### config.mk
export PLATFORM = sky130hd
export DESIGN_NAME = ens_window
export DESIGN_NICKNAME = d
export VERILOG_FILES = /design/src/rtl/ens_pkg.sv /design/src/rtl/ens_window.sv
export SDC_FILE = /design/constraint.sdc
export NUM_CORES = 1
export LEC_CHECK = 0
export BUFFER_PORTS_ARGS = -buffer_cell sky130_fd_sc_hd__buf_2
export CORE_AREA = 5 5 104 106
export DETAILED_ROUTE_END_ITERATION = 6
export DIE_AREA = 0 0 109 111
export PLACE_DENSITY = 0.47
export SLEW_MARGIN = 20
export SYNTH_ARGS = -nofsm -noshare
export SYNTH_HDL_FRONTEND = slang
export SYNTH_SLANG_ARGS = --single-unit
### constraint.sdc
create_clock -name clk -period 3.5 [get_ports clk]
set_clock_uncertainty 0.05 [all_clocks]
set_input_delay 0.7 -clock clk [delete_from_list [all_inputs] [get_ports clk]]
set_output_delay 0.7 -clock clk [all_outputs]
set_load 0.02 [all_outputs]
### src/rtl/ens_pkg.sv
// Shared types, constants and helpers for the edge non-maximum suppression unit.
// Depends on nothing; imported by ens_window and edge_nonmax_suppression_unit.
package ens_pkg;

    // Field and register widths fixed by the interface
    localparam int MAG_W      = 8;
    localparam int DIR_IN_W   = 8;
    localparam int DIR_W      = 3;
    localparam int CFG_WID_W  = 11;
    localparam int CFG_HGT_W  = 13;
    localparam int CFG_DATA_W = 13;
    localparam int CFG_IDX_W  = 2;

    // Register indexes
    localparam logic [CFG_IDX_W-1:0] REG_IMAGE_WIDTH  = 2'd0;
    localparam logic [CFG_IDX_W-1:0] REG_IMAGE_HEIGHT = 2'd1;

    // Reset values of the configuration registers
    localparam logic [CFG_WID_W-1:0] IMAGE_WIDTH_RST  = 11'd640;
    localparam logic [CFG_HGT_W-1:0] IMAGE_HEIGHT_RST = 13'd480;

    typedef logic [DIR_W-1:0] ens_dir_t;

    // Internal direction codes
    localparam ens_dir_t DIR_H    = 3'd0;
    localparam ens_dir_t DIR_D45  = 3'd1;
    localparam ens_dir_t DIR_V    = 3'd2;
    localparam ens_dir_t DIR_D135 = 3'd3;
    localparam ens_dir_t DIR_NONE = 3'd4;

    // Incoming angle codes
    localparam logic [DIR_IN_W-1:0] ANGLE_0   = 8'd0;
    localparam logic [DIR_IN_W-1:0] ANGLE_45  = 8'd45;
    localparam logic [DIR_IN_W-1:0] ANGLE_90  = 8'd90;
    localparam logic [DIR_IN_W-1:0] ANGLE_135 = 8'd135;

    // Line store word: upper magnitude, middle magnitude, middle direction
    localparam int LINE_W = 2 * MAG_W + DIR_W;

    // Control from the pipeline to the window
    typedef struct packed {
        logic shift;     // window takes one column this cycle
        logic delayed;   // result belongs to a real pixel of this frame
        logic interior;  // centre is off the frame border
    } ens_win_ctl_t;

    function automatic ens_dir_t encode_dir(input logic [DIR_IN_W-1:0] angle);
        ens_dir_t code;
        case (angle)
            ANGLE_0:   code = DIR_H;
            ANGLE_45:  code = DIR_D45;
            ANGLE_90:  code = DIR_V;
            ANGLE_135: code = DIR_D135;
            default:   code = DIR_NONE;
        endcase
        return code;
    endfunction

endpackage

### src/rtl/ens_window.sv
// 3x3 magnitude window, centre direction delay and the suppression compare.
// Depends on ens_pkg.
module ens_window
    import ens_pkg::*;
(
    input  logic             clk,
    input  logic             rst_n,
    input  ens_win_ctl_t     ctl,
    input  logic [MAG_W-1:0] up,
    input  logic [MAG_W-1:0] mid,
    input  logic [MAG_W-1:0] mag,
    input  ens_dir_t         dmid,
    output logic [MAG_W-1:0] result
);

    logic [MAG_W-1:0] win_reg  [9];
    logic [MAG_W-1:0] win_next [9];
    ens_dir_t         dly_reg  [2];
    logic [MAG_W-1:0] centre;
    logic [MAG_W-1:0] n1;
    logic [MAG_W-1:0] n2;

    // Window after one column shift: new column is up / mid / incoming
    always_comb
    begin
        win_next[0] = win_reg[1];
        win_next[1] = win_reg[2];
        win_next[2] = up;
        win_next[3] = win_reg[4];
        win_next[4] = win_reg[5];
        win_next[5] = mid;
        win_next[6] = win_reg[7];
        win_next[7] = win_reg[8];
        win_next[8] = mag;
    end

    always_ff @(posedge clk or negedge rst_n)
    begin
        if (!rst_n)
        begin
            for (int i = 0; i < 9; i++)
            begin
                win_reg[i] <= '0;
            end
            dly_reg[0] <= DIR_H;
            dly_reg[1] <= DIR_H;
        end
        else if (ctl.shift)
        begin
            for (int i = 0; i < 9; i++)
            begin
                win_reg[i] <= win_next[i];
            end
            dly_reg[0] <= dly_reg[1];
            dly_reg[1] <= dmid;
        end
    end

    // Neighbor pick along the centre's direction
    assign centre = win_next[4];

    always_comb
    begin
        case (dly_reg[1])
            DIR_H:
            begin
                n1 = win_next[3];
                n2 = win_next[5];
            end
            DIR_V:
            begin
                n1 = win_next[1];
                n2 = win_next[7];
            end
            DIR_D45:
            begin
                n1 = win_next[2];
                n2 = win_next[6];
            end
            DIR_D135:
            begin
                n1 = win_next[0];
                n2 = win_next[8];
            end
            default:
            begin
                n1 = '0;
                n2 = '0;
            end
        endcase
    end

    // Keep the centre only as a nonzero interior local maximum
    always_comb
    begin
        if (ctl.delayed && ctl.interior && (centre != '0) && (centre >= n1) && (centre >= n2))
        begin
            result = centre;
        end
        else
        begin
            result = '0;
        end
    end

endmodule

==> results.json, run 1 <==
{
  "dieHeight_um": 111,
  "rsz0062_at_grt": "yes",
  "r2r_cells": 2,
  "ys_types": 27,
  "grt_max_degree": 33,
  "synth_cells": 203,
  "initial_core_util": 0.294,
  "timing.rr.end": "dly_reg[0]",
  "cts_sinks": 51,
  "area.growth.synth_to_final_pct": 25.2,
  "root_buffer": "clkbuf_8",
  "slew_viol_final": 0,
  "hp-class": "in -> async",
  "grt_pass1_wl_um": 10900,
  "failed_checks": "negative setup slack",
  "fin_nets": 305,
  "viasPerCell": 4.69,
  "ctsHtreeMaxLevel": 2,
  "io_pins": 40,
  "drt_pre_antenna_iters": 4,
  "wl_per_cell_um": 16.2,
  "clk_pin_slew_ns": 0.11,
  "crit_required_ns": 2.75,
  "fp.dieArea_um2": 12100,
  "drtIter0Drc": 57,
  "ys_seq_area_frac": 0.449,
  "cpMostUsedCell": "buf_6",
  "grt-ovfl-total": 0,
  "worst_slew_pin_slew_ns": 0.735,
  "crit_path_max_incr_delay_ns": 0.49,
  "powerDensity_nw_per_um2": 458,
  "cp-start-kind": "register",
  "ant_nets": 0,
  "drc": 0,
  "critical_path.max_fanout": 4,
  "rows": 36,
  "antenna_found_initial": 0,
  "maxSlewHeadroom": 0.510,
  "core_area_um2": 9680,
  "fmax_mhz": 279,
  "routed_wirelength_um": 6330,
  "fp.dieW_um": 109,
  "clk_latency_ns": 0.32,
  "track_usage": 0.116,
  "utilization": 0.368,
  "synth_nets": 251,
  "hold_violations": 0,
  "cp.arrival_ns": 2.83,
  "dp_hpwl_um": 4710,
  "setup_viol": 8,
  "routabilityCongestion": 0.807,
  "period_share": 1.02,
  "drv_cap": 0,
  "port_buffers": 39,
  "r2r_setup_slack_ns": 2.32,
  "cts_tree": "yes",
  "grt_pass1_vias": 1996,
  "ir_drop_mv": 0.174,
  "p_leak_nw": 1.50,
  "cts_buffer_depth": 2,
  "stdcell_area_um2": 3560,
  "cpMaxStageDelayCell": "mux4_2",
  "yosys_warnings": 0,
  "min_period_ns": 3.58,
  "ys_ff_latch": 51,
  "numCtsBuffers": 5,
  "setup_ws_ns": -0.0784,
  "antenna_cells": 0,
  "tns_ns": -0.612,
  "worstSetupPathType": "reg -> out",
  "layout-drive-gt1-share": 0.570,
  "dp_slack_ns": -0.151,
  "status": "finished, violations left",
  "synth.avg_cell_area_um2": 14.0,
  "worstPathCellList": "buf_6, mux4_2, nor2b_4, ha_4, nand2b_4, a2111o_1, a31oi_4, buf_6, nor3_2, buf_4",
  "r2r-start": "dly_reg[0]",
  "largest_reg_flops": 40,
  "endpoint_kind": "output port",
  "post_dp_cell_area_um2": 3220,
  "num_vias": 1833,
  "synth_area_um2": 2840
}
-- Yosys cell counts --
cell | count | share of area
a21o_1 | 1 | 0.0026
and2_0 | 1 | 0.0022
a211oi_1 | 1 | 0.0026
nand2b_1 | 16 | 0.035
a2111oi_0 | 1 | 0.0031
nand2_1 | 3 | 0.0040
nor2b_1 | 2 | 0.0044
a21oi_1 | 3 | 0.0053
buf_2 | 7 | 0.012
o21ai_0 | 5 | 0.0088
mux4_1 | 4 | 0.037
buf_1 | 1 | 0.0013
o21a_1 | 2 | 0.0053
a2111o_1 | 1 | 0.0040
inv_1 | 1 | 0.0013
nand2b_4 | 1 | 0.0048
dfrtp_1 | 51 | 0.45
nand3_1 | 8 | 0.014
nor3_1 | 8 | 0.014
buf_12 | 1 | 0.0070
nor2_1 | 3 | 0.0040
ha_1 | 16 | 0.070
a31oi_4 | 1 | 0.0075
buf_6 | 1 | 0.0040
mux4_2 | 12 | 0.095
clkbuf_1 | 2 | 0.0026
mux2_2 | 50 | 0.20
-- layout make-up --
cell class / count / area [um^2]
clock buffers: 5 / 68.8
clock inverters: 3 / 47.5
fillers: 949 / 6120
inverters: 1 / 3.75
multi-input cells: 139 / 1590
flip-flops and latches: 51 / 1280
well taps: 133 / 166
repair buffers: 59 / 408
-- timing repair --
action	CTS	global route
buffers inserted	5	2
pin swaps	4	8
gates resized for setup	25	11
hold buffers	0	0
setup endpoints to repair	8	8
-- report_power, final --
group | switching (W) | leakage, nW | internal (W) | total (W)
sequential | 0.0000588 | 0.597 | 0.000661 | 0.000720
combinational | 0.000204 | 0.849 | 0.000273 | 0.000477
clock | 0.000215 | 0.0587 | 0.000217 | 0.000432
total | 0.000478 | 1.50 | 0.00115 | 0.00163
-- worst max-delay path by stage --
stage | endpoint | start | cells past startpoint | slack (ns)
after global routing | result[7] | dly_reg[1] | 10 | -0.19
final | result[7] | dly_reg[1] | 10 | -0.08
after CTS | result[6] | dly_reg[1] | 9 | -0.08
after global placement | result[3] | up[0] | 10 | -0.12
after detailed placement | result[7] | mag[0] | 9 | -0.15
after floorplan | result[0] | mag[0] | 7 | 0.24
-- kinds of logic (layout without fill, tap and decap cells) --
family / Yosys count / count (layout) / synth area share
mux: 66 / 66 / 0.330
flops: 51 / 51 / 0.449
simple gates: 42 / 42 / 0.0827
fa+ha+maj: 16 / 16 / 0.0704
compound gates: 15 / 15 / 0.0392
buf+inv: 13 / 68 / 0.0286
-- per-stage QoR --
step,cells,power (W),hold WS (ns)
5_1_grt,391,0.00174,0.439
3_3_place_gp,376,0.00113,0.432
6_report,391,0.00163,0.387
3_5_place_dp,376,0.00113,0.441
4_1_cts,389,0.00163,0.420
2_1_floorplan,203,0.000998,0.354
-- cells in the final DEF (no fill, tap or decap), drive strengths merged, types with 3 or more instances in the layout --
cell type  count
nor3           8
buf           59
a21oi          3
mux2          50
nand2b        17
nand2          3
clkbuf         5
mux4          16
o21ai          5
dfrtp         51
ha            16
nor2           3
nand3          8
-- critical path, delay by kind of cell, from the launching register on --
| family | cells | cell delay, ns |
|---|---|---|
| simple gates | 3 | 0.32 |
| mux | 1 | 0.49 |
| buf+inv | 3 | 0.41 |
| flops | 1 | 0.41 |
| fa+ha+maj | 1 | 0.22 |
| compound gates | 2 | 0.67 |
-- layer usage --
| metal | part of all wire | track usage | vias up |
|---|---|---|---|
| met1 | 0.48 | 0.161 | 938 |
| met3 | 0.034 | 0.0303 | 7 |
| met4 | 0.012 | 0.0303 | 0 |
| met2 | 0.47 | 0.179 | 23 |
| met5 | 0 | 0 | - |
| li1 | - | - | 865 |
Power figures use the tool's default switching activity.
==> inputs of run 2 (changes only) <==
--- a/config.mk
+++ b/config.mk
@@ -5,11 +5,12 @@
 export SDC_FILE = /design/constraint.sdc
 export NUM_CORES = 1
 export LEC_CHECK = 0
+export ABC_AREA = 1
 export BUFFER_PORTS_ARGS = -buffer_cell sky130_fd_sc_hd__buf_2
-export CORE_AREA = 5 5 104 106
+export CORE_AREA = 5 5 77 79
 export DETAILED_ROUTE_END_ITERATION = 6
-export DIE_AREA = 0 0 109 111
-export PLACE_DENSITY = 0.47
+export DIE_AREA = 0 0 82 84
+export PLACE_DENSITY = 0.78
 export SLEW_MARGIN = 20
 export SYNTH_ARGS = -nofsm -noshare
 export SYNTH_HDL_FRONTEND = slang
==> results.json, run 2 <==
{
  "status": "finished clean",
  "intPower_w": 0.000913,
  "ys_ff_latch": 51,
  "ant_nets": 0,
  "cts_sinks": 51,
  "timing.rr.end": "dly_reg[0]",
  "layout-drive-gt1-share": 0.158,
  "hp-class": "in -> async",
  "yosysMostFrequentCell": "nand2_1",
  "r2r_setup_slack_ns": 2.52,
  "drv_cap": 0,
  "fmax_mhz": 310,
  "fin_nets": 454,
  "synth_common_cells": "73 x nand2_1, 65 x inv_1, 56 x o21ai_0, 51 x dfrtp_1, 33 x nor2_1",
  "slew_viol_final": 0,
  "critical_path.max_fanout": 15,
  "viasPerCell": 5.19,
  "grt_pass1_vias": 2358,
  "drc": 0,
  "worst_slew_pin_slew_ns": 0.638,
  "synth_top_cell_by_area": "dfrtp_1",
  "cts_hold_buf": 0,
  "port_buffers": 39,
  "tns_ns": 0,
  "r2r-start": "dly_reg[0]",
  "stdcell_area_um2": 3230,
  "rsz0062_at_grt": "no",
  "crit_path_max_incr_delay_ns": 0.40,
  "period_share": 0.921,
  "hold_violations": 0,
  "io_pins": 40,
  "yosys_warnings": 0,
  "worstPathCellList": "buf_4, nand3_4, o22ai_1, nor2_1, ha_1, nand2_1, nor2_1, nor2_1, nand2_1, nand2_1, nand2_1, nand3_4, nor2_1, buf_2",
  "startpoint": "dly_reg[0]",
  "grt_pass1_wl_um": 10600,
  "cp-endpoint": "result[6]",
  "synth_area_um2": 2810,
  "clk_latency_ns": 0.30,
  "ys_seq_area_frac": 0.455,
  "power_frac_comb": 0.260,
  "area.growth.synth_to_final_pct": 15.0,
  "endpoint_kind": "output port",
  "setup_viol": 0,
  "core_area_um2": 5270,
  "cp.arrival_ns": 2.47,
  "initial_core_util": 0.533,
  "power_frac_seq": 0.507,
  "grt_max_degree": 73,
  "routed_wirelength_um": 6480,
  "min_period_ns": 3.22,
  "ir_drop_mv": 0.200,
  "ctsHtreeMaxLevel": 2,
  "p_sw_w": 0.000429,
  "root_buffer": "clkbuf_8",
  "largest_reg_flops": 40,
  "drt_pre_antenna_iters": 4,
  "final_common_cell": "nand2_1",
  "grt-ovfl-total": 0,
  "synth_top_area_frac": 0.455,
  "cp-start-kind": "register",
  "cpMaxStageDelayCell": "dfrtp_1",
  "clk_pin_slew_ns": 0.09,
  "rows": 27,
  "powerDensity_nw_per_um2": 416,
  "track_usage": 0.197,
  "async_flop_share": 1.00,
  "wl_per_cell_um": 13.6,
  "r2r_cells": 3,
  "layout_common_cells": "71 x nand2_1, 63 x inv_1, 56 x o21ai_0",
  "clockPowerShare": 0.233,
  "synth_edf_count": 0,
  "worstSetupPathType": "reg -> out",
  "crit_required_ns": 2.75,
  "antenna_cells": 0,
  "maxSlewHeadroom": 0.575,
  "drtIter0Drc": 182,
  "fp.dieArea_um2": 6890,
  "num_vias": 2477,
  "routabilityCongestion": 0.835,
  "dp_hpwl_um": 4580,
  "cts_tree": "yes",
  "utilization": 0.612,
  "post_dp_cell_area_um2": 3070,
  "ys.flop_type": "dfrtp_1",
  "synth_cells": 366,
  "fp.dieW_um": 82,
  "p_sw_frac": 0.320,
  "antenna_found_initial": 0,
  "synth.area.top_cells": "dfrtp_1 45%, o21ai_0 10%, nand2_1 9.8%",
  "p_leak_nw": 1.64,
  "cts_buffer_depth": 2,
  "dieHeight_um": 84,
  "synth.avg_cell_area_um2": 7.67,
  "total_power_w": 0.00134,
  "numCtsBuffers": 5,
  "ys_types": 22,
  "synth_nets": 414
}
## run 2: changes by cell type after synthesis, sizes merged, moves of 3 or more
cell / before / now
nand2: 3 / 73
nand4: 0 / 3
nand3: 8 / 21
nor2: 3 / 34
mux4: 16 / 0
nand2b: 17 / 0
nor3: 8 / 0
mux2: 50 / 1
o22ai: 0 / 14
clkbuf: 2 / 7
o21ai: 5 / 64
inv: 1 / 65
## run 2: what timing repair did
action                     in CTS  in global routing
pin swaps                       1                  3
buffers inserted                0                  5
cloned                          0                  1
setup endpoints to repair       3                  8
gates resized for setup         3                  8
## run 2: worst min-delay path by stage
stage	start	end	cells past startpoint
after global routing	rst_n	win_next[65]	1
after detailed placement	win_next[56]	win_next[64]	2
after CTS	rst_n	win_next[59]	1
after global placement	win_next[11]	win_next[19]	2
final	rst_n	win_next[65]	1
after floorplan	rst_n	centre[0]	0
## run 2: kinds of logic after synthesis
family / synth area share
compound gates: 0.164
fa+ha+maj: 0.0713
buf+inv: 0.112
flops: 0.455
mux: 0.00401
simple gates: 0.193
## run 2: metal layers
layer / global-route usage / share of wire
met2: 0.320 / 0.49
met3: 0.0443 / 0.065
met5: 0 / 0
met4: 0.0604 / 0.019
met1: 0.256 / 0.43
## run 2: final cells by class
type,instances,area [um^2]
Fill cell,488,2040
Sequential cell,51,1280
Multi-Input combinational cell,235,1260
Timing Repair Buffer,48,285
Inverter,65,244
Tap cell,72,90.1
Clock buffer,6,72.6
## run 2: metrics by stage
step / std cells / hold slack [ns] / setup slack [ns]
after floorplan: 366 / 0.354 / 0.634
after global placement: 465 / 0.404 / 0.421
after detailed placement: 465 / 0.416 / 0.359
after CTS: 471 / 0.393 / 0.0171
after global routing: 477 / 0.419 / 0.0195
final: 477 / 0.355 / 0.277
## run 2: power groups by stage
| stage | Sequential, W | Clock [W] | Combinational, W |
|---|---|---|---|
| 6_report | 0.000680 | 0.000312 | 0.000349 |
| 5_1_grt | 0.000687 | 0.000338 | 0.000404 |
| 4_1_cts | 0.000681 | 0.000324 | 0.000329 |
| 3_5_place_dp | 0.000692 | 0 | 0.000323 |
| 3_3_place_gp | 0.000688 | 0 | 0.000310 |
| 2_1_floorplan | 0.000682 | 0 | 0.000227 |
## run 2: critical path: cells and delay by family (launching register included)
family,cells,cell delay (ns)
and+or+nand+nor,10,0.88
DFF,1,0.40
buffers and inverters,2,0.38
adders and majority gates,1,0.29
AOI/OAI and AO/OA,1,0.22
==> inputs of run 3 (changes only) <==
--- a/config.mk
+++ b/config.mk
@@ -5,12 +5,11 @@
 export SDC_FILE = /design/constraint.sdc
 export NUM_CORES = 1
 export LEC_CHECK = 0
-export ABC_AREA = 1
 export BUFFER_PORTS_ARGS = -buffer_cell sky130_fd_sc_hd__buf_2
 export CORE_AREA = 5 5 77 79
 export DETAILED_ROUTE_END_ITERATION = 6
 export DIE_AREA = 0 0 82 84
-export PLACE_DENSITY = 0.78
+export PLACE_DENSITY = 0.79
 export SLEW_MARGIN = 20
 export SYNTH_ARGS = -nofsm -noshare
 export SYNTH_HDL_FRONTEND = slang
==> results.json, run 3 (same netlist as run 1, synthesis figures left out) <==
{
  "largest_reg_flops": 40,
  "routed_wirelength_um": 5540,
  "crit_path_max_incr_delay_ns": 0.50,
  "worstPathCellList": "buf_6, mux4_2, nand2b_1, ha_1, a21o_1, a211oi_1, o21a_1, buf_4, nor3_1, buf_2",
  "drv_cap": 0,
  "maxSlewHeadroom": 0.621,
  "viasPerCell": 5.68,
  "final-seq-area_um2": 1280,
  "drt_pre_antenna_iters": 4,
  "cts_buffer_depth": 2,
  "layout_common_cells": "50 x mux2_2, 50 x dfrtp_1, 36 x buf_2",
  "cpMaxStageDelayCell": "mux4_2",
  "io_pins": 40,
  "drc": 0,
  "cp-start-kind": "register",
  "root_buffer": "clkbuf_8",
  "grt_max_degree": 30,
  "fin_nets": 297,
  "p_leak_nw": 1.42,
  "slew_viol_final": 0,
  "p_sw_frac": 0.287,
  "intPower_w": 0.00104,
  "initial_core_util": 0.539,
  "num_vias": 1816,
  "rows": 27,
  "startpoint": "dly_reg[1]",
  "utilization": 0.624,
  "period_share": 0.999,
  "ir_drop_mv": 0.270,
  "hold_violations": 0,
  "numCtsBuffers": 5,
  "fillCellCount": 438,
  "setup_viol": 0,
  "clk_latency_ns": 0.30,
  "grt-ovfl-total": 0,
  "wl_per_cell_um": 17.3,
  "layout-drive-gt1-share": 0.516,
  "multi_input_area_um2": 1530,
  "cts_sinks": 51,
  "endpoint_kind": "output port",
  "power_frac_comb": 0.296,
  "fmax_mhz": 286,
  "antenna_cells": 0,
  "min_period_ns": 3.50,
  "dp_hpwl_um": 4220,
  "p_sw_w": 0.000419,
  "hp-class": "in -> async",
  "dieHeight_um": 84,
  "worstSetupPathType": "reg -> out",
  "tns_ns": 0,
  "routabilityCongestion": 0.831,
  "r2r-start": "dly_reg[1]",
  "power_frac_seq": 0.494,
  "area.growth.synth_to_final_pct": 15.6,
  "ctsHtreeMaxLevel": 2,
  "cp.arrival_ns": 2.75,
  "drtIter0Drc": 99,
  "port_buffers": 39,
  "status": "finished clean",
  "critical_path.max_fanout": 5,
  "ant_nets": 0,
  "track_usage": 0.179,
  "crit_required_ns": 2.75,
  "grt_pass1_wl_um": 9350,
  "worst_slew_pin_slew_ns": 0.568,
  "fp.dieW_um": 82,
  "core_area_um2": 5270,
  "powerDensity_nw_per_um2": 444,
  "clk_pin_slew_ns": 0.08,
  "antenna_found_initial": 0,
  "clockPowerShare": 0.210,
  "grt_pass1_vias": 1860,
  "rsz0062_at_grt": "yes",
  "cts_tree": "yes",
  "fp.dieArea_um2": 6890,
  "holdWs_ns": 0.316
}
[run 3: cell type report]
class,instances,area share
clock buffer,6,0.0221
inverter,1,0.00114
tap,72,0.0274
sequential,51,0.389
multi-input combinational,139,0.464
timing repair buffer,51,0.0963
[run 3: metrics by stage]
stage | cell area [um^2] | cells | setup WS [ns] | power [W]
detailed placement | 3130 | 313 | -0.0959 | 0.00112
floorplan | 2840 | 203 | 0.239 | 0.000998
global route | 3290 | 320 | -0.143 | 0.00155
finish | 3290 | 320 | 0.00268 | 0.00146
CTS | 3260 | 320 | -0.0102 | 0.00146
global placement | 3130 | 313 | -0.0803 | 0.00110
[run 3: worst paths after layout]
check	to	slack [ns]	cells past startpoint
setup / recovery	result[3]	0.003	10
hold / removal	win_next[62]	0.32	1
setup reg to reg	dly_reg[1]	2.42	2
hold reg to reg	win_next[20]	0.46	1
max in group asynchronous	dly_reg[1]	2.29	2
min in group clk	win_next[20]	0.46	1
[run 3: critical path, delay by kind of cell (launching register included)]
family	cells	cell delay, ns
AND/OR/NAND/NOR	2	0.14
adder cells (fa/ha/maj)	1	0.23
multiplexers	1	0.50
buffers and inverters	3	0.46
AO/OA/AOI/OAI	3	0.66
flip-flops	1	0.46
[run 3: power groups by stage]
stage,Sequential [W],Clock [W],Combinational [W]
detailed placement,0.000732,0,0.000389
CTS,0.000720,0.000323,0.000419
global placement,0.000725,0,0.000377
finish,0.000720,0.000306,0.000433
floorplan,0.000704,0,0.000294
global route,0.000731,0.000343,0.000477
[run 3: timing repair]
item | CTS | global route
gates resized for setup | 11 | 6
endpoints found under the setup margin | 8 | 8
cloned | 0 | 0
pin swaps | 4 | 2
hold buffers | 0 | 0
buffers inserted | 1 | 0
[run 3: routing by layer]
metal  wire (um)  GRT usage  share of wire  vias up
li1            -          -              -      851
met1        2560      0.248           0.46      917
met2        2710      0.278           0.49       39
met3         156     0.0389          0.028        9
met4         119     0.0574          0.021        0
met5           0          0              0        -
